--- src/rtl/core/prbp_pkg.sv ---
package prbp_pkg;

    // default pad buffer size in bytes
    localparam int unsigned PAD_MAX_BYTES_DEF = 512;

    // field widths
    localparam int unsigned PAD_LEN_W   = 10;
    localparam int unsigned COUNT_W     = 32;
    localparam int unsigned OFFSET_W    = 9;
    localparam int unsigned SLOT_W      = 16;
    localparam int unsigned CFG_IDX_W   = 2;
    localparam int unsigned CFG_DATA_W  = 32;
    localparam int unsigned OUT_TDATA_W = 48;

    // input commands
    typedef enum logic [1:0] {
        CMD_BEGIN    = 2'd0,
        CMD_DATA     = 2'd1,
        CMD_PAD_DONE = 2'd2
    } t_cmd;

    // result status codes
    localparam logic [1:0] ST_OK        = 2'd0;
    localparam logic [1:0] ST_PAD_READY = 2'd1;
    localparam logic [1:0] ST_ERROR     = 2'd2;

    // configuration register indexes
    localparam logic [CFG_IDX_W-1:0] CFG_DECRYPT_MODE = 2'd0;
    localparam logic [CFG_IDX_W-1:0] CFG_PAD_MAX      = 2'd1;
    localparam logic [CFG_IDX_W-1:0] CFG_BODY_COUNT   = 2'd2;

    typedef struct packed {
        logic                 decrypt_mode;
        logic [PAD_LEN_W-1:0] pad_max;
        logic [COUNT_W-1:0]   body_count;
    } t_cfg;

    typedef struct packed {
        logic [1:0]           status;
        logic                 consumed;
        logic                 payload_valid;
        logic [7:0]           payload_byte;
        logic [OFFSET_W-1:0]  payload_offset;
        logic [PAD_LEN_W-1:0] pad_length;
        logic [SLOT_W-1:0]    record_slot;
    } t_result;

endpackage

--- src/rtl/core/prbp_cfg_regs.sv ---
module prbp_cfg_regs
    import prbp_pkg::*;
(
    input  logic                  i_clk,
    input  logic                  i_rst_n,
    input  logic                  i_cfg_we,
    input  logic [CFG_IDX_W-1:0]  i_cfg_index,
    input  logic [CFG_DATA_W-1:0] i_cfg_wdata,
    output t_cfg                  o_cfg
);

    logic                 r_decrypt_mode;
    logic [PAD_LEN_W-1:0] r_pad_max;
    logic [COUNT_W-1:0]   r_body_count;

    // register writes, unknown indexes are dropped
    always_ff @(posedge i_clk) begin
        if (!i_rst_n) begin
            r_decrypt_mode <= 1'b0;
            r_pad_max      <= '0;
            r_body_count   <= '0;
        end else if (i_cfg_we) begin
            unique case (i_cfg_index)
                CFG_DECRYPT_MODE: r_decrypt_mode <= i_cfg_wdata[0];
                CFG_PAD_MAX:      r_pad_max      <= i_cfg_wdata[PAD_LEN_W-1:0];
                CFG_BODY_COUNT:   r_body_count   <= i_cfg_wdata[COUNT_W-1:0];
                default: ;
            endcase
        end
    end

    assign o_cfg.decrypt_mode = r_decrypt_mode;
    assign o_cfg.pad_max      = r_pad_max;
    assign o_cfg.body_count   = r_body_count;

endmodule

--- src/rtl/core/prbp_step.sv ---
module prbp_step
    import prbp_pkg::*;
#(
    parameter int unsigned PAD_MAX_BYTES = PAD_MAX_BYTES_DEF
)
(
    input  logic       i_clk,
    input  logic       i_rst_n,
    input  logic       i_en,
    input  logic [1:0] i_cmd,
    input  logic [7:0] i_byte,
    input  t_cfg       i_cfg,
    output t_result    o_res
);

    localparam int unsigned PAD_LEN_MAX = (1 << PAD_LEN_W) - 1;
    localparam logic [PAD_LEN_W-1:0] CLAMP_MAX =
        (PAD_MAX_BYTES > PAD_LEN_MAX) ? PAD_LEN_W'(PAD_LEN_MAX) : PAD_LEN_W'(PAD_MAX_BYTES);

    logic                 r_mode_dec,    n_mode_dec;
    logic [PAD_LEN_W-1:0] r_apm,         n_apm;
    logic [COUNT_W-1:0]   r_count_left,  n_count_left;
    logic [2:0]           r_hdr_got,     n_hdr_got;
    logic [23:0]          r_hdr_partial, n_hdr_partial;
    logic [SLOT_W-1:0]    r_slot,        n_slot;
    logic [PAD_LEN_W-1:0] r_bytes_got,   n_bytes_got;
    logic [PAD_LEN_W-1:0] r_bytes_need,  n_bytes_need;
    logic                 r_pad_ready,   n_pad_ready;

    logic [PAD_LEN_W-1:0] w_cfg_apm;
    logic [PAD_LEN_W-1:0] w_begin_len;
    logic [PAD_LEN_W-1:0] w_plain_len;
    logic [15:0]          w_hdr_len;
    logic                 w_hdr_bad;
    logic [PAD_LEN_W-1:0] w_got_inc;

    // clamp of the pad limit and first plaintext pad length on begin
    assign w_cfg_apm   = (i_cfg.pad_max > CLAMP_MAX) ? CLAMP_MAX : i_cfg.pad_max;
    assign w_begin_len = (i_cfg.body_count > {{(COUNT_W-PAD_LEN_W){1'b0}}, w_cfg_apm})
                         ? w_cfg_apm : i_cfg.body_count[PAD_LEN_W-1:0];
    assign w_plain_len = (r_count_left > {{(COUNT_W-PAD_LEN_W){1'b0}}, r_apm})
                         ? r_apm : r_count_left[PAD_LEN_W-1:0];

    // record header length check on the fourth header byte
    assign w_hdr_len = {i_byte, r_hdr_partial[23:16]};
    assign w_hdr_bad = (w_hdr_len == 16'd0)
                    || (w_hdr_len > {{(16-PAD_LEN_W){1'b0}}, r_apm})
                    || ((r_count_left > 32'd1)
                        && (w_hdr_len != {{(16-PAD_LEN_W){1'b0}}, r_apm}));
    assign w_got_inc = r_bytes_got + PAD_LEN_W'(1);

    // next state and result for one word
    always_comb begin
        n_mode_dec    = r_mode_dec;
        n_apm         = r_apm;
        n_count_left  = r_count_left;
        n_hdr_got     = r_hdr_got;
        n_hdr_partial = r_hdr_partial;
        n_slot        = r_slot;
        n_bytes_got   = r_bytes_got;
        n_bytes_need  = r_bytes_need;
        n_pad_ready   = r_pad_ready;
        o_res.status         = ST_OK;
        o_res.consumed       = 1'b0;
        o_res.payload_valid  = 1'b0;
        o_res.payload_byte   = 8'd0;
        o_res.payload_offset = '0;

        case (i_cmd)
            CMD_BEGIN: begin
                n_mode_dec    = i_cfg.decrypt_mode;
                n_apm         = w_cfg_apm;
                n_count_left  = i_cfg.body_count;
                n_hdr_got     = 3'd0;
                n_hdr_partial = '0;
                n_slot        = '0;
                n_bytes_got   = '0;
                n_pad_ready   = 1'b0;
                n_bytes_need  = i_cfg.decrypt_mode ? '0 : w_begin_len;
            end
            CMD_PAD_DONE: begin
                n_hdr_got     = 3'd0;
                n_hdr_partial = '0;
                n_slot        = '0;
                n_bytes_got   = '0;
                n_pad_ready   = 1'b0;
                n_bytes_need  = r_mode_dec ? '0 : w_plain_len;
            end
            CMD_DATA: begin
                if (r_pad_ready) begin
                    o_res.status = ST_PAD_READY;
                end else if (r_apm == '0 || r_count_left == '0) begin
                    // no body active: drop everything
                    n_mode_dec    = 1'b0;
                    n_apm         = '0;
                    n_count_left  = '0;
                    n_hdr_got     = 3'd0;
                    n_hdr_partial = '0;
                    n_slot        = '0;
                    n_bytes_got   = '0;
                    n_bytes_need  = '0;
                    o_res.status  = ST_ERROR;
                end else if (r_mode_dec && r_hdr_got < 3'd4 && r_bytes_need == '0) begin
                    if (r_hdr_got < 3'd3) begin
                        case (r_hdr_got)
                            3'd0:    n_hdr_partial = r_hdr_partial | {16'd0, i_byte};
                            3'd1:    n_hdr_partial = r_hdr_partial | {8'd0, i_byte, 8'd0};
                            default: n_hdr_partial = r_hdr_partial | {i_byte, 16'd0};
                        endcase
                        n_hdr_got      = r_hdr_got + 3'd1;
                        o_res.consumed = 1'b1;
                    end else if (w_hdr_bad) begin
                        n_mode_dec    = 1'b0;
                        n_apm         = '0;
                        n_count_left  = '0;
                        n_hdr_got     = 3'd0;
                        n_hdr_partial = '0;
                        n_slot        = '0;
                        n_bytes_got   = '0;
                        n_bytes_need  = '0;
                        o_res.status  = ST_ERROR;
                    end else begin
                        n_hdr_got      = 3'd4;
                        n_slot         = r_hdr_partial[15:0];
                        n_bytes_need   = w_hdr_len[PAD_LEN_W-1:0];
                        n_bytes_got    = '0;
                        o_res.consumed = 1'b1;
                    end
                end else if (r_bytes_need != '0) begin
                    // payload byte goes straight out
                    o_res.payload_valid  = 1'b1;
                    o_res.payload_byte   = i_byte;
                    o_res.payload_offset = r_bytes_got[OFFSET_W-1:0];
                    o_res.consumed       = 1'b1;
                    n_bytes_got          = w_got_inc;
                    if (w_got_inc >= r_bytes_need) begin
                        n_pad_ready  = 1'b1;
                        o_res.status = ST_PAD_READY;
                        n_count_left = r_mode_dec
                            ? (r_count_left - 32'd1)
                            : (r_count_left - {{(COUNT_W-PAD_LEN_W){1'b0}}, r_bytes_need});
                    end
                end
            end
            default: begin
                o_res.status = r_pad_ready ? ST_PAD_READY : ST_OK;
            end
        endcase

        o_res.pad_length  = n_pad_ready ? n_bytes_need : '0;
        o_res.record_slot = n_slot;
    end

    // body state
    always_ff @(posedge i_clk) begin
        if (!i_rst_n) begin
            r_mode_dec    <= 1'b0;
            r_apm         <= '0;
            r_count_left  <= '0;
            r_hdr_got     <= 3'd0;
            r_hdr_partial <= '0;
            r_slot        <= '0;
            r_bytes_got   <= '0;
            r_bytes_need  <= '0;
            r_pad_ready   <= 1'b0;
        end else if (i_en) begin
            r_mode_dec    <= n_mode_dec;
            r_apm         <= n_apm;
            r_count_left  <= n_count_left;
            r_hdr_got     <= n_hdr_got;
            r_hdr_partial <= n_hdr_partial;
            r_slot        <= n_slot;
            r_bytes_got   <= n_bytes_got;
            r_bytes_need  <= n_bytes_need;
            r_pad_ready   <= n_pad_ready;
        end
    end

endmodule

--- src/rtl/core/pad_record_body_parser.sv ---
// a word accepted into the input register is stepped into the result register and offered from there as a result word
// throughput: one word per cycle, held back only by a stalled result word
// an input register and a result register bracket the combinational step logic
// reset: synchronous active-low i_rst_n clears config, body state and both valid flags
module pad_record_body_parser
    import prbp_pkg::*;
#(
    parameter int unsigned PAD_MAX_BYTES = PAD_MAX_BYTES_DEF
)
(
    input  logic                   i_clk,
    input  logic                   i_rst_n,
    // configuration write port
    input  logic                   i_cfg_we,
    input  logic [CFG_IDX_W-1:0]   i_cfg_index,
    input  logic [CFG_DATA_W-1:0]  i_cfg_wdata,
    // input stream
    input  logic                   i_s_tvalid,
    output logic                   o_s_tready,
    input  logic [7:0]             i_s_tdata,   // data_byte[7:0]
    input  logic [1:0]             i_s_tuser,   // command[1:0]
    // result stream
    output logic                   o_m_tvalid,
    input  logic                   i_m_tready,
    // consumed[0], payload_valid[1], payload_byte[9:2], payload_offset[18:10],
    // pad_length[28:19], record_slot[44:29], zero[47:45]
    output logic [OUT_TDATA_W-1:0] o_m_tdata,
    output logic [1:0]             o_m_tuser    // status[1:0]
);

    t_cfg       w_cfg;
    t_result    w_res;
    logic       w_adv;
    logic       w_step;

    logic       r_in_valid;
    logic [1:0] r_cmd;
    logic [7:0] r_byte;
    logic       r_out_valid;
    t_result    r_res;

    prbp_cfg_regs u_cfg (
        .i_clk       (i_clk),
        .i_rst_n     (i_rst_n),
        .i_cfg_we    (i_cfg_we),
        .i_cfg_index (i_cfg_index),
        .i_cfg_wdata (i_cfg_wdata),
        .o_cfg       (w_cfg)
    );

    // the result register takes a new word when empty or being drained
    assign w_adv      = !r_out_valid || i_m_tready;
    assign w_step     = r_in_valid && w_adv;
    assign o_s_tready = !r_in_valid || w_adv;

    prbp_step #(
        .PAD_MAX_BYTES (PAD_MAX_BYTES)
    ) u_step (
        .i_clk   (i_clk),
        .i_rst_n (i_rst_n),
        .i_en    (w_step),
        .i_cmd   (r_cmd),
        .i_byte  (r_byte),
        .i_cfg   (w_cfg),
        .o_res   (w_res)
    );

    // input register
    always_ff @(posedge i_clk) begin
        if (!i_rst_n) begin
            r_in_valid <= 1'b0;
        end else if (o_s_tready) begin
            r_in_valid <= i_s_tvalid;
        end
    end

    always_ff @(posedge i_clk) begin
        if (o_s_tready && i_s_tvalid) begin
            r_cmd  <= i_s_tuser;
            r_byte <= i_s_tdata;
        end
    end

    // result register
    always_ff @(posedge i_clk) begin
        if (!i_rst_n) begin
            r_out_valid <= 1'b0;
        end else if (w_adv) begin
            r_out_valid <= r_in_valid;
        end
    end

    always_ff @(posedge i_clk) begin
        if (w_step) begin
            r_res <= w_res;
        end
    end

    assign o_m_tvalid = r_out_valid;
    assign o_m_tuser  = r_res.status;
    assign o_m_tdata  = {3'b000, r_res.record_slot, r_res.pad_length, r_res.payload_offset,
                         r_res.payload_byte, r_res.payload_valid, r_res.consumed};

    // a stalled result word is never dropped
    a_out_hold: assert property (@(posedge i_clk) disable iff (!i_rst_n)
        r_out_valid && !i_m_tready |=> r_out_valid)
        else $error("result word lost under stall");

    // a waiting input word is never dropped
    a_in_hold: assert property (@(posedge i_clk) disable iff (!i_rst_n)
        r_in_valid && !w_adv |=> r_in_valid && $stable(r_cmd) && $stable(r_byte))
        else $error("input word lost or changed while waiting");

    // payload is only echoed for a taken byte
    a_payload_taken: assert property (@(posedge i_clk) disable iff (!i_rst_n)
        o_m_tvalid && r_res.payload_valid |-> r_res.consumed)
        else $error("payload flagged for a byte not taken");

    // an error never takes the byte
    a_error_refuse: assert property (@(posedge i_clk) disable iff (!i_rst_n)
        o_m_tvalid && r_res.status == ST_ERROR |-> !r_res.consumed && !r_res.payload_valid)
        else $error("byte taken on parse error");

    // pad ready status goes with a nonzero pad length
    a_pad_len: assert property (@(posedge i_clk) disable iff (!i_rst_n)
        o_m_tvalid |-> ((r_res.status == ST_PAD_READY) == (r_res.pad_length != '0)))
        else $error("pad length does not match pad ready status");

endmodule
--- config.mk ---
export PLATFORM = sky130hd
export DESIGN_NAME = pad_record_body_parser
export DESIGN_NICKNAME = d
export VERILOG_FILES = /design/src/rtl/core/prbp_pkg.sv /design/src/rtl/core/prbp_cfg_regs.sv /design/src/rtl/core/prbp_step.sv /design/src/rtl/core/pad_record_body_parser.sv
export SDC_FILE = /design/constraint.sdc
export NUM_CORES = 1
export LEC_CHECK = 0
export BUFFER_PORTS_ARGS = -buffer_cell sky130_fd_sc_hd__buf_2
export CAP_MARGIN = 30
export CORE_MARGIN = 2
export CORE_UTILIZATION = 65
export DETAILED_ROUTE_END_ITERATION = 12
export PLACE_DENSITY_LB_ADDON = 0.25
export SYNTH_ARGS = -nofsm -noshare
export SYNTH_HDL_FRONTEND = slang
export SYNTH_SLANG_ARGS = --single-unit
--- constraint.sdc ---
create_clock -name i_clk -period 8.9 [get_ports i_clk]
set_input_delay 1.335 -clock i_clk [delete_from_list [all_inputs] [get_ports i_clk]]
set_output_delay 1.335 -clock i_clk [all_outputs]
set_load 0.02 [all_outputs]
After elaboration in Yosys (flattened, before gate mapping)
Cells that the tools add are included.
{ "op_classes": {"n_addsub": 4, "magnitude_cmp": 8, "eq_ne": 15, "n_mux": 74, "bitwise_logic": 5, "reduce_logical": 34} }
{ "op_table": {"columns": ["operator", "n"], "rows": [
  ["$mux W32", 8],
  ["$mux W10", 20],
  ["$mux W24", 5],
  ["$pmux W24 S2", 2],
  ["$mux W16", 5],
  ["$gt A32 B10 Y1", 2],
  ["$pmux W32 S2", 1],
  ["$pmux W10 S2", 2],
  ["$gt A32 B1 Y1 const B", 1],
  ["$logic_not A32 Y1", 1],
  ["$pmux W16 S2", 1],
  ["$sub A32 B1 Y32 const B", 1],
  ["$sub A32 B10 Y32", 1],
  ["$pmux W10 S3", 1],
  ["$or A24 B16 Y24", 1],
  ["$or A24 B24 Y24", 1],
  ["$or A24 B8 Y24", 1],
  ["$mux W21", 1],
  ["$logic_not A10 Y1", 2],
  ["$mux W3", 6],
  ["$gt A16 B10 Y1", 1],
  ["$logic_not A16 Y1", 1],
  ["$ne A16 B10 Y1", 1],
  ["$mux W1", 14],
  ["other kinds (36)", 60]
]} }
{ "totals": {"ff_bits": 209, "inputBits": 49, "out_inout_bits": 52, "elab_cells": 163} }

Logic depth before layout (Yosys ltp)
Gate-level depths: netlist of the first run.
{ "depth": {"depth_word": 9, "depth_mapped": 15} }

Hierarchy
A second synthesis of the first run with hierarchy kept.
{ "hier_totals": {"hier_cells": 1242, "area_unflattened_um2": 11324.6} }
{ "by_module_without_submodules": {"columns": ["module", "n_inst", "cells_each", "area_each_um2"], "rows": [
  ["prbp_step", 1, 994, 7764.9],
  ["pad_record_body_parser", 1, 70, 1841.8],
  ["prbp_cfg_regs", 1, 178, 1717.9]
]} }

Least setup slack after synthesis of the first run
OpenSTA, ideal clock, no wires.
{ "synth_path": {"kind": "input -> register", "startpoint": "input i_m_tready", "endpoint": "register r_res (netlist bit o_m_tdata[0]), enable pin", "setup_ns": 0.429, "t_arrival_ns": 3.273, "required_ns": 8.471, "path_slack_ns": 5.197, "cell_stages": 4, "path_cell_list": "nor2b_1 > nand2b_1 > inv_1 > clkbuf_1"} }
{ "synth_via": {"elab_chain_cells": 2} }
{ "synth_lines": {"columns": ["element", "line", "rtl"], "rows": [
  ["start, declared", "pad_record_body_parser.sv:24", "input logic i_m_tready,"],
  ["$logic_or A1 B1 Y1", "pad_record_body_parser.sv:52", "assign w_adv = !r_out_valid || i_m_tready;"],
  ["$logic_and A1 B1 Y1", "pad_record_body_parser.sv:53", "assign w_step = r_in_valid && w_adv;"],
  ["named net u_step.i_en", "prbp_step.sv:9", "input logic i_en,"],
  ["end signal, assigned", "pad_record_body_parser.sv:95", "r_res <= w_res;"],
  ["end, declared", "pad_record_body_parser.sv:40", "t_result r_res;"]
]} }
The timed path passes the listed nets, and every way through them passes these cells.
A chain may end at the register's enable or synchronous reset.

Final worst setup path of the first run
{ "layout_path": {"startpoint": "register u_cfg.r_pad_max[5]", "endpoint": "register r_res (netlist bit o_m_tdata[25]), data pin"} }
{ "layout_via": {"elab_chain_cells": 6} }
{ "layout_lines": {"columns": ["element", "line", "rtl"], "rows": [
  ["start, declared", "prbp_cfg_regs.sv:13", "logic [PAD_LEN_W-1:0] r_pad_max;"],
  ["start signal, assigned", "prbp_cfg_regs.sv:25", "CFG_PAD_MAX: r_pad_max <= i_cfg_wdata[PAD_LEN_W-1:0];"],
  ["$gt A10 B10 Y1", "prbp_step.sv:38", "assign w_cfg_apm = (i_cfg.pad_max > CLAMP_MAX) ? CLAMP_MAX : i_cfg.pad_max;"],
  ["$mux W10 *", "prbp_step.sv:38", null],
  ["$gt A32 B10 Y1", "prbp_step.sv:39", "assign w_begin_len = (i_cfg.body_count > {{(COUNT_W-PAD_LEN_W){1'b0}}, w_cfg_apm})"],
  ["$mux W10 *", "prbp_step.sv:40", "? w_cfg_apm : i_cfg.body_count[PAD_LEN_W-1:0];"],
  ["$mux W10 *", "prbp_step.sv:79", "n_bytes_need = i_cfg.decrypt_mode ? '0 : w_begin_len;"],
  ["$pmux W10 S3 *", "prbp_step.sv:69", "case (i_cmd)"]
]} }
Mark *: on every way between the ends. The rest lies on a longest branch, timed or not.

==> results.json, run 1 <==
{
  "hpwlAfterDp_um": 21810,
  "htree_levels": 1,
  "power_density_nw_per_um2": 187.7,
  "setup_tns_ns": 0,
  "die_h_um": 135.5,
  "ios": 101,
  "synthTopCellsByCount": "nand2_1 (156), dfxtp_1 (152), a21oi_1 (120)",
  "clockRootBuffer": "clkbuf_16",
  "first_global_vias": 9678,
  "grt-ovfl-total": 0,
  "fin_crit_sh_pct": 47.01,
  "ir_drop_mv": 0.1664,
  "synth_top_area_cell": "dfxtp_1",
  "cts_hold_buffers": 0,
  "syn_avg_cell_area_um2": 8.834,
  "drt_first_pass_iters": 6,
  "ant_nets": 0,
  "crit_required_ns": 9.17,
  "combPwrFrac_pct": 15.1,
  "synth_top_area_share_pct": 27.06,
  "route.detailed.drc": 0,
  "synthesis.instances": 1273,
  "cts_num_sinks": 209,
  "final.setup_skew_ns": 0.01473,
  "worstPathMaxFanout": 5,
  "outcome": "finished clean",
  "finalSetupViolCount": 0,
  "postCtsSetupBuffers": 0,
  "drt_iter0_drc": 1168,
  "period_minus_slack_ns": 4.184,
  "routabilityCongestion": 1.047,
  "synth_seq_area_share_pct": 42.28,
  "p_leak_nw": 4.759,
  "critical_path_class": "reg -> reg",
  "rows": 48,
  "clk_pin_slew_worst_paths_ns": 0.06,
  "worst_pin_slew_ns": 0.9621,
  "synth_area_um2": 11250,
  "drv_cap": 0,
  "fmax_mhz": 239.0,
  "cp-end-kind": "flop",
  "yosys-top-cells-area": "dfxtp_1 (27%), edfxtp_1 (15%), ha_1 (6.2%), a21oi_1 (5.3%), nand2_1 (5.2%)",
  "cts_tree": "built",
  "grt_util_all_layers_pct": 33.76,
  "maxSlewViolCount": 0,
  "synth.distinct_cells": 83,
  "cp.arrival_ns": 4.45,
  "antenna_found_initial": 0,
  "final_nets": 1438,
  "startpoint_type": "flop",
  "hold_viol": 0,
  "synth.most_common_cell": "nand2_1",
  "final_util_pct": 73.51,
  "ys.flop_type": "dfxtp_1",
  "clkPwrFrac_pct": 40.7,
  "numCtsBuffers": 23,
  "start_util_pct": 65.70,
  "vias_per_cell": 6.580,
  "synth-edff-count": 57,
  "synth_warnings": 0,
  "slew_headroom_pct": 35.38,
  "cts_buffer_depth": 3,
  "fp.dieW_um": 135.5,
  "core_um2": 17120,
  "cts_resized": 0,
  "wl_um": 31180,
  "swShare_pct": 28.74,
  "synth-seq-cells": 209,
  "antenna_cells": 0,
  "final.fill_count": 1315,
  "intPower_mw": 1.683,
  "ys_async_sr_fraction_pct": 0,
  "post_drt_wl_per_cell_um": 19.81,
  "clock_insertion_delay_worst_skew_ns": 0.53,
  "dieArea_um2": 18370,
  "grt_start_max_net_pins": 76,
  "rsz0062_at_grt": "false",
  "grt_pass1_wl_um": 49600,
  "hold_path.class": "reg -> reg",
  "syn_to_final_growth_pct": 11.88,
  "p_seq_share_pct": 44.2,
  "drive_above_1_share_pct": 13.64,
  "dr_total_vias": 10360,
  "power_switching_uw": 678.8,
  "port_buffers": 97
}
## kinds of logic (layout without fill, tap and decap cells)
kind of cell    Yosys count  count (layout)  synth area share (%)
compound gates          397             397                 23.58
xor+xnor                 22              22                 1.713
fa+ha+maj                57              57                 6.409
buf+inv                 120             194                 4.539
flops                   209             209                 42.28
mux                      15              15                 1.369
other cells               1               3               0.03335
simple gates            452             452                 20.08
## per-layer routing
metal	GRT usage, %	vias to the layer above	share of wire, %
met1	43.27	4802	40
met3	6.135	131	8.7
met5	0	-	0
met2	56.20	551	47
met4	14.53	0	4.7
li1	-	4873	-
## stage by stage
stage | instances | power [mW] | hold slack (ns) | cell area [µm²] | setup slack [ns]
6_report | 1574 | 2.362 | 0.4725 | 12580 | 4.716
5_1_grt | 1574 | 2.436 | 0.4833 | 12580 | 4.413
4_1_cts | 1574 | 2.357 | 0.4741 | 12580 | 4.826
3_5_place_dp | 1532 | 1.409 | 0.4657 | 11810 | 4.837
3_3_place_gp | 1531 | 1.399 | 0.4520 | 11780 | 4.953
2_1_floorplan | 1275 | 1.311 | 0.4368 | 11250 | 5.197
## sequential cells by signal, indices dropped and copies added, names as in the netlist
signal,count
o_m_tdata,45
u_cfg.r_body_count,32
u_step.r_count_left,32
u_step.r_hdr_partial,24
u_step.r_slot,16
u_cfg.r_pad_max,10
u_step.r_apm,10
u_step.r_bytes_got,10
u_step.r_bytes_need,10
r_byte,8
u_step.r_hdr_got,3
o_m_tuser,2
r_cmd,2
o_m_tvalid,1
r_in_valid,1
u_cfg.r_decrypt_mode,1
u_step.r_mode_dec,1
u_step.r_pad_ready,1
## cell usage in the layout, fill, tap and decap left out, types with 10 or more instances in the layout
cell       count
dfxtp_1      152
buf_4         12
a31oi_1       49
nor3_1        25
clkbuf_16     26
a21oi_1      119
a221oi_1      11
inv_1         40
nand3_1       38
or3_1         13
nand4_1       16
a22oi_1       19
nor4_1        20
mux2i_1       12
o21ai_0       47
xnor2_1       13
nor2_1        92
nor2b_1       10
ha_1          56
nand3b_1      11
o31ai_1       10
and3_1        12
buf_2         97
and2_1        22
o211ai_1      22
a22o_1        17
a211oi_1      10
a21o_1        10
edfxtp_1      57
nand2_1      156
## power groups by stage
stage	logic, mW	registers (mW)	clock network (mW)
2_1_floorplan	0.252	1.06	0
3_3_place_gp	0.338	1.06	0
3_5_place_dp	0.346	1.06	0
4_1_cts	0.350	1.04	0.965
5_1_grt	0.391	1.05	0.999
6_report	0.357	1.04	0.961
## cell type report
| class | instances | area, µm² | share of cell area [%] |
|---|---|---|---|
| multi-input cells | 946 | 6011 | 47.77 |
| flip-flops and latches | 209 | 4755 | 37.79 |
| clock buffers | 31 | 689.4 | 5.479 |
| repair buffers | 110 | 603.1 | 4.793 |
| well taps | 225 | 281.5 | 2.237 |
| inverters | 42 | 158.9 | 1.263 |
| clock inverters | 11 | 83.83 | 0.6663 |
## path summary, 6_finish.rpt
check | slack (ns) | to | depth (start not counted) | startpoint
max | 4.72 | o_m_tdata[25] | 12 | u_cfg.r_pad_max[5]
min | 0.47 | u_cfg.r_body_count[18] | 2 | u_cfg.r_body_count[18]
max reg2reg | 4.72 | o_m_tdata[25] | 12 | u_cfg.r_pad_max[5]
min reg2reg | 0.47 | u_cfg.r_body_count[18] | 2 | u_cfg.r_body_count[18]
## worst max-delay path, cell delays in order (launching register included)
cell and delay (ns):
dfxtp_1 0.34, nor4_1 0.31, nand2_1 0.09, o41ai_1 0.64, nand2_1 0.14, ha_1 0.32, a21o_1 0.18, a221oi_1 0.35
o221ai_1 0.22, a21boi_1 0.43, o32ai_1 0.17, a2111oi_0 0.65, nor2_1 0.08
No activity file was read; power rests on OpenSTA's default activity.
==> inputs of run 2 (changes only) <==
Settings changed: CORE_UTILIZATION 65 to 54.
Clock period 8.9 ns to 3.8 ns, I/O delays scaled along.
==> results.json, run 2 (synthesis gave the netlist of run 1 again) <==
{
  "outcome": "finished clean",
  "start_util_pct": 55.22,
  "p_seq_share_pct": 43.6,
  "final_util_pct": 63.13,
  "grt_util_all_layers_pct": 29.08,
  "die_h_um": 148.3,
  "ant_nets": 0,
  "cts_num_sinks": 209,
  "use_met1_pct": 44.89,
  "routabilityCongestion": 0.9464,
  "final.setup_skew_ns": 0.01276,
  "period_minus_slack_ns": 3.551,
  "slew_headroom_pct": 31.25,
  "critical_path_class": "reg -> reg",
  "worstPathMaxFanout": 5,
  "route.detailed.drc": 0,
  "fin_crit_sh_pct": 93.46,
  "wl_um": 32040,
  "worst_slack_ns": 0.2487,
  "cp-end-kind": "flop",
  "regArea_um2": 4755,
  "hpwlAfterDp_um": 23180,
  "numCtsBuffers": 23,
  "post_drt_wl_per_cell_um": 19.48,
  "dieArea_um2": 22000,
  "crit_start": "u_cfg.r_pad_max[5]",
  "power_switching_mw": 1.540,
  "htree_levels": 1,
  "ir_drop_mv": 0.3433,
  "hold_viol": 0,
  "grt.busiest_layer": "met1",
  "worst_pin_slew_ns": 1.024,
  "combPwrFrac_pct": 15.8,
  "drv_cap": 0,
  "power_density_nw_per_um2": 435.8,
  "antenna_found_initial": 0,
  "core_um2": 20360,
  "first_global_vias": 9409,
  "final_cell_mix": "nand2_1 (156), dfxtp_1 (152), a21oi_1 (118)",
  "drive_above_1_share_pct": 15.20,
  "syn_to_final_growth_pct": 14.32,
  "swShare_pct": 27.49,
  "grtUsageMet2_pct": 43.59,
  "intPower_mw": 4.062,
  "clockRootBuffer": "clkbuf_16",
  "fmax_mhz": 281.6,
  "min_from": "i_s_tuser[1]",
  "final.fill_count": 1754,
  "cts_hold_buffers": 0,
  "cts_buffer_depth": 3,
  "postCtsSetupBuffers": 0,
  "rows": 52,
  "drt_first_pass_iters": 5,
  "drt_iter0_drc": 1041,
  "use_met3_pct": 3.436,
  "r2r_start": "u_cfg.r_pad_max[5]",
  "antenna_cells": 0,
  "dr_total_vias": 10300,
  "crit_required_ns": 4.04,
  "clock_insertion_delay_worst_skew_ns": 0.50,
  "fp.dieW_um": 148.3,
  "hold_path.class": "in -> reg",
  "setup_tns_ns": 0,
  "finalSetupViolCount": 0,
  "multi_input_area_um2": 6023,
  "grt-ovfl-total": 0,
  "startpoint_type": "flop",
  "maxSlewViolCount": 0,
  "cp.arrival_ns": 3.79,
  "clk_pin_slew_worst_paths_ns": 0.06,
  "p_leak_nw": 4.890,
  "cts_tree": "built",
  "largest_reg_flops": 45,
  "cts_resized": 0,
  "vias_per_cell": 6.263,
  "grt_start_max_net_pins": 70,
  "rsz0062_at_grt": "false",
  "layout_commonest_cell": "nand2_1",
  "ios": 101,
  "final_nets": 1465,
  "port_buffers": 97,
  "grt_pass1_wl_um": 51380,
  "preCtsSetupSlack_ns": 0.03451,
  "clkPwrFrac_pct": 40.6
}
==> run 2: final timing paths <==
path                                end  slack (ns)  depth (start not counted)
setup reg to reg          o_m_tdata[20]        0.25                         14
setup / recovery          o_m_tdata[20]        0.25                         14
hold reg to reg   u_step.r_bytes_got[9]        0.47                          2
hold / removal                 r_cmd[1]        0.24                          1
==> run 2: final cells by class <==
type	count	area share (%)
flip-flops and latches	209	36.98
repair buffers	137	6.365
inverters	42	1.236
clock inverters	14	1.343
multi-input cells	946	46.85
well taps	270	2.628
clock buffers	27	4.594
==> run 2: worst max-delay path, stage by stage (launching register included) <==
cell     delay (ns)
dfxtp_1        0.31
nor4_1         0.28
nand2_1        0.09
o41ai_1        0.26
buf_4          0.19
nand2_1        0.06
ha_1           0.29
nand3_1        0.14
or2_2          0.34
o221a_2        0.29
o21ai_1        0.13
buf_4          0.15
mux2_2         0.33
a21oi_1        0.30
a21oi_1        0.11
==> run 2: power by group through the flow <==
stage | combinational (mW) | sequential (mW) | clock (mW)
2_1_floorplan | 0.589 | 2.48 | 0
3_3_place_gp | 0.848 | 2.48 | 0
3_5_place_dp | 0.859 | 2.49 | 0
4_1_cts | 0.867 | 2.44 | 2.30
5_1_grt | 0.975 | 2.45 | 2.39
6_report | 0.885 | 2.44 | 2.27
==> run 2: routing by layer <==
layer  part of all wire (%)  routed length (µm)
met2                     43               13810
met1                     47               14950
met4                    2.2                 701
met3                    8.1                2582
met5                      0                   0
==> run 2: metrics by stage <==
stage	hold WS (ns)	cells	area, µm²	total power [mW]
after global routing	0.2309	1645	12860	5.809
after floorplan	0.4368	1275	11250	3.072
final	0.2440	1645	12860	5.603
after detailed placement	0.4589	1604	12070	3.345
after global placement	0.4533	1603	12050	3.332
after CTS	0.2282	1645	12840	5.604
==> inputs of run 3 (changes only) <==
Settings changed: BUFFER_PORTS_ARGS -buffer_cell sky130_fd_sc_hd__buf_2 to unset, CORE_UTILIZATION 54 to 58, DONT_BUFFER_PORTS set to 1.
==> results.json, run 3 (synthesis gave the netlist of run 1 again) <==
{
  "hpwlAfterDp_um": 22290,
  "start_util_pct": 59.52,
  "route.detailed.drc": 0,
  "final_nets": 1364,
  "intPower_mw": 4.084,
  "placed_area_um2": 11540,
  "wl_um": 31000,
  "cts_num_sinks": 209,
  "cp.arrival_ns": 3.78,
  "startpoint_type": "flop",
  "maxSlewViolCount": 0,
  "finalSetupViolCount": 0,
  "use_met3_pct": 4.930,
  "worst_pin_slew_ns": 0.9128,
  "drt_iter0_drc": 680,
  "die_h_um": 143.2,
  "clock_insertion_delay_worst_skew_ns": 0.52,
  "outcome": "finished clean",
  "rows": 50,
  "clk_pin_slew_worst_paths_ns": 0.06,
  "clkPwrFrac_pct": 41.9,
  "ir_drop_mv": 0.3671,
  "final_util_pct": 65.38,
  "vias_per_cell": 6.502,
  "critical_path_class": "reg -> reg",
  "power_density_nw_per_um2": 456.6,
  "fp.dieW_um": 143.2,
  "max_stage_delay_ns": 0.38,
  "p_seq_share_pct": 43.9,
  "final.fill_count": 1612,
  "use_met1_pct": 42.52,
  "port_buffers": 0,
  "power_switching_mw": 1.556,
  "dr_total_vias": 9980,
  "hold_path.class": "in -> reg",
  "critical-path-top-delay-family": "compound AO/OA/AOI/OAI gates",
  "worstPathMaxFanout": 5,
  "crit_required_ns": 4.05,
  "path_buf_inv": 1,
  "cp-end-kind": "flop",
  "cts_buffer_depth": 3,
  "p_leak_nw": 4.502,
  "dieArea_um2": 20520,
  "path_cells": "nor4_1 -> nand2_1 -> o41ai_1 -> buf_4 -> nand2_1 -> ha_1 -> nand3_1 -> or2_2 -> o221a_2 -> o21ai_2 -> mux2_2 -> a21oi_1 -> a21oi_1",
  "antenna_found_initial": 0,
  "setup_tns_ns": 0,
  "htree_levels": 1,
  "swShare_pct": 27.59,
  "cp_slowest_cell": "mux2_2",
  "ant_nets": 0,
  "antenna_cells": 0,
  "combPwrFrac_pct": 14.3,
  "drt_first_pass_iters": 5,
  "grt_start_max_net_pins": 70,
  "fin_crit_sh_pct": 92.73,
  "core_um2": 18890,
  "fin_area_um2": 12350,
  "grt-ovfl-total": 0,
  "clockRootBuffer": "clkbuf_16",
  "layout_commonest_cell": "nand2_1",
  "grt.busiest_layer": "met2",
  "ios": 101,
  "drv_cap": 0,
  "slew_headroom_pct": 38.69,
  "post_drt_wl_per_cell_um": 20.19,
  "dp_cells": 1493,
  "first_global_vias": 9176,
  "numCtsBuffers": 23,
  "largest_reg_flops": 45,
  "final_cells": 1535,
  "cts_tree": "built",
  "syn_to_final_growth_pct": 9.835,
  "final_cell_mix": "nand2_1 (156), dfxtp_1 (152), a21oi_1 (119)",
  "routabilityCongestion": 0.9562,
  "rsz0062_at_grt": "false",
  "grtUsageMet2_pct": 47.39,
  "period_minus_slack_ns": 3.524,
  "fmax_mhz": 283.8,
  "grt_util_all_layers_pct": 30.31,
  "grt_pass1_wl_um": 49540,
  "drive_above_1_share_pct": 8.706,
  "final.setup_skew_ns": 0.01501,
  "hold_viol": 0
}
run 3: cell count changes in the layout (fill, tap and decap cells not counted), sizes merged:
cell / previous run / this run
clkinvlp: 0 / 2
clkinv: 10 / 7
buf: 137 / 36
clkbuf: 27 / 28
inv: 42 / 43
run 3: layer usage:
metal | routed length [µm] | vias to the layer above
li1 | - | 4726
met1 | 13490 | 4698
met2 | 13800 | 463
met3 | 2413 | 93
met4 | 1293 | 0
met5 | 0 | -
run 3: path summary, 6_finish.rpt:
path,to,depth (start not counted),slack (ns),start
hold / removal,r_byte[0],0,0.14,i_s_tdata[0]
setup / recovery,o_m_tdata[20],13,0.28,u_cfg.r_pad_max[5]
hold reg to reg,u_step.r_count_left[29],2,0.47,u_step.r_count_left[29]
setup reg to reg,o_m_tdata[20],13,0.28,u_cfg.r_pad_max[5]
run 3: power by group through the flow:
stage	Clock, mW	Sequential, mW	Combinational [mW]
after global placement	0	2.52	0.768
after CTS	2.39	2.47	0.786
after global routing	2.48	2.48	0.884
after detailed placement	0	2.52	0.779
final	2.36	2.47	0.804
after floorplan	0	2.48	0.589
run 3: worst reg2reg max path: stages, from the launching register on:
cell	delay (ns)
dfxtp_1	0.31
nor4_1	0.28
nand2_1	0.08
o41ai_1	0.24
buf_4	0.19
nand2_1	0.06
ha_1	0.29
nand3_1	0.15
or2_2	0.34
o221a_2	0.30
o21ai_2	0.28
mux2_2	0.38
a21oi_1	0.26
a21oi_1	0.11
run 3: layout make-up:
| type | count | area (µm²) | share of cell area [%] |
|---|---|---|---|
| timing repair buffer | 36 | 297.8 | 2.411 |
| multi-input combinational | 946 | 6013 | 48.68 |
| tap | 260 | 325.3 | 2.634 |
| clock buffer | 28 | 615.6 | 4.984 |
| inverter | 42 | 158.9 | 1.286 |
| sequential | 209 | 4755 | 38.49 |
| clock inverter | 14 | 186.4 | 1.509 |
run 3: through the flow:
step | power (mW) | setup WS [ns] | hold slack, ns
floorplan | 3.072 | 0.3513 | 0.4368
CTS | 5.643 | 0.1885 | 0.1325
global placement | 3.285 | 0.1925 | 0.4545
finish | 5.640 | 0.2762 | 0.1425
global route | 5.839 | 0.01996 | 0.1340
detailed placement | 3.297 | 0.2155 | 0.4642
run 3: what timing repair did:
action                                 4_1_cts  5_1_grt
resized for setup                            0        4
hold buffers                                 0        0
setup endpoints to repair                    0        8
setup buffers                                0        0
endpoints found under the hold margin        0        0
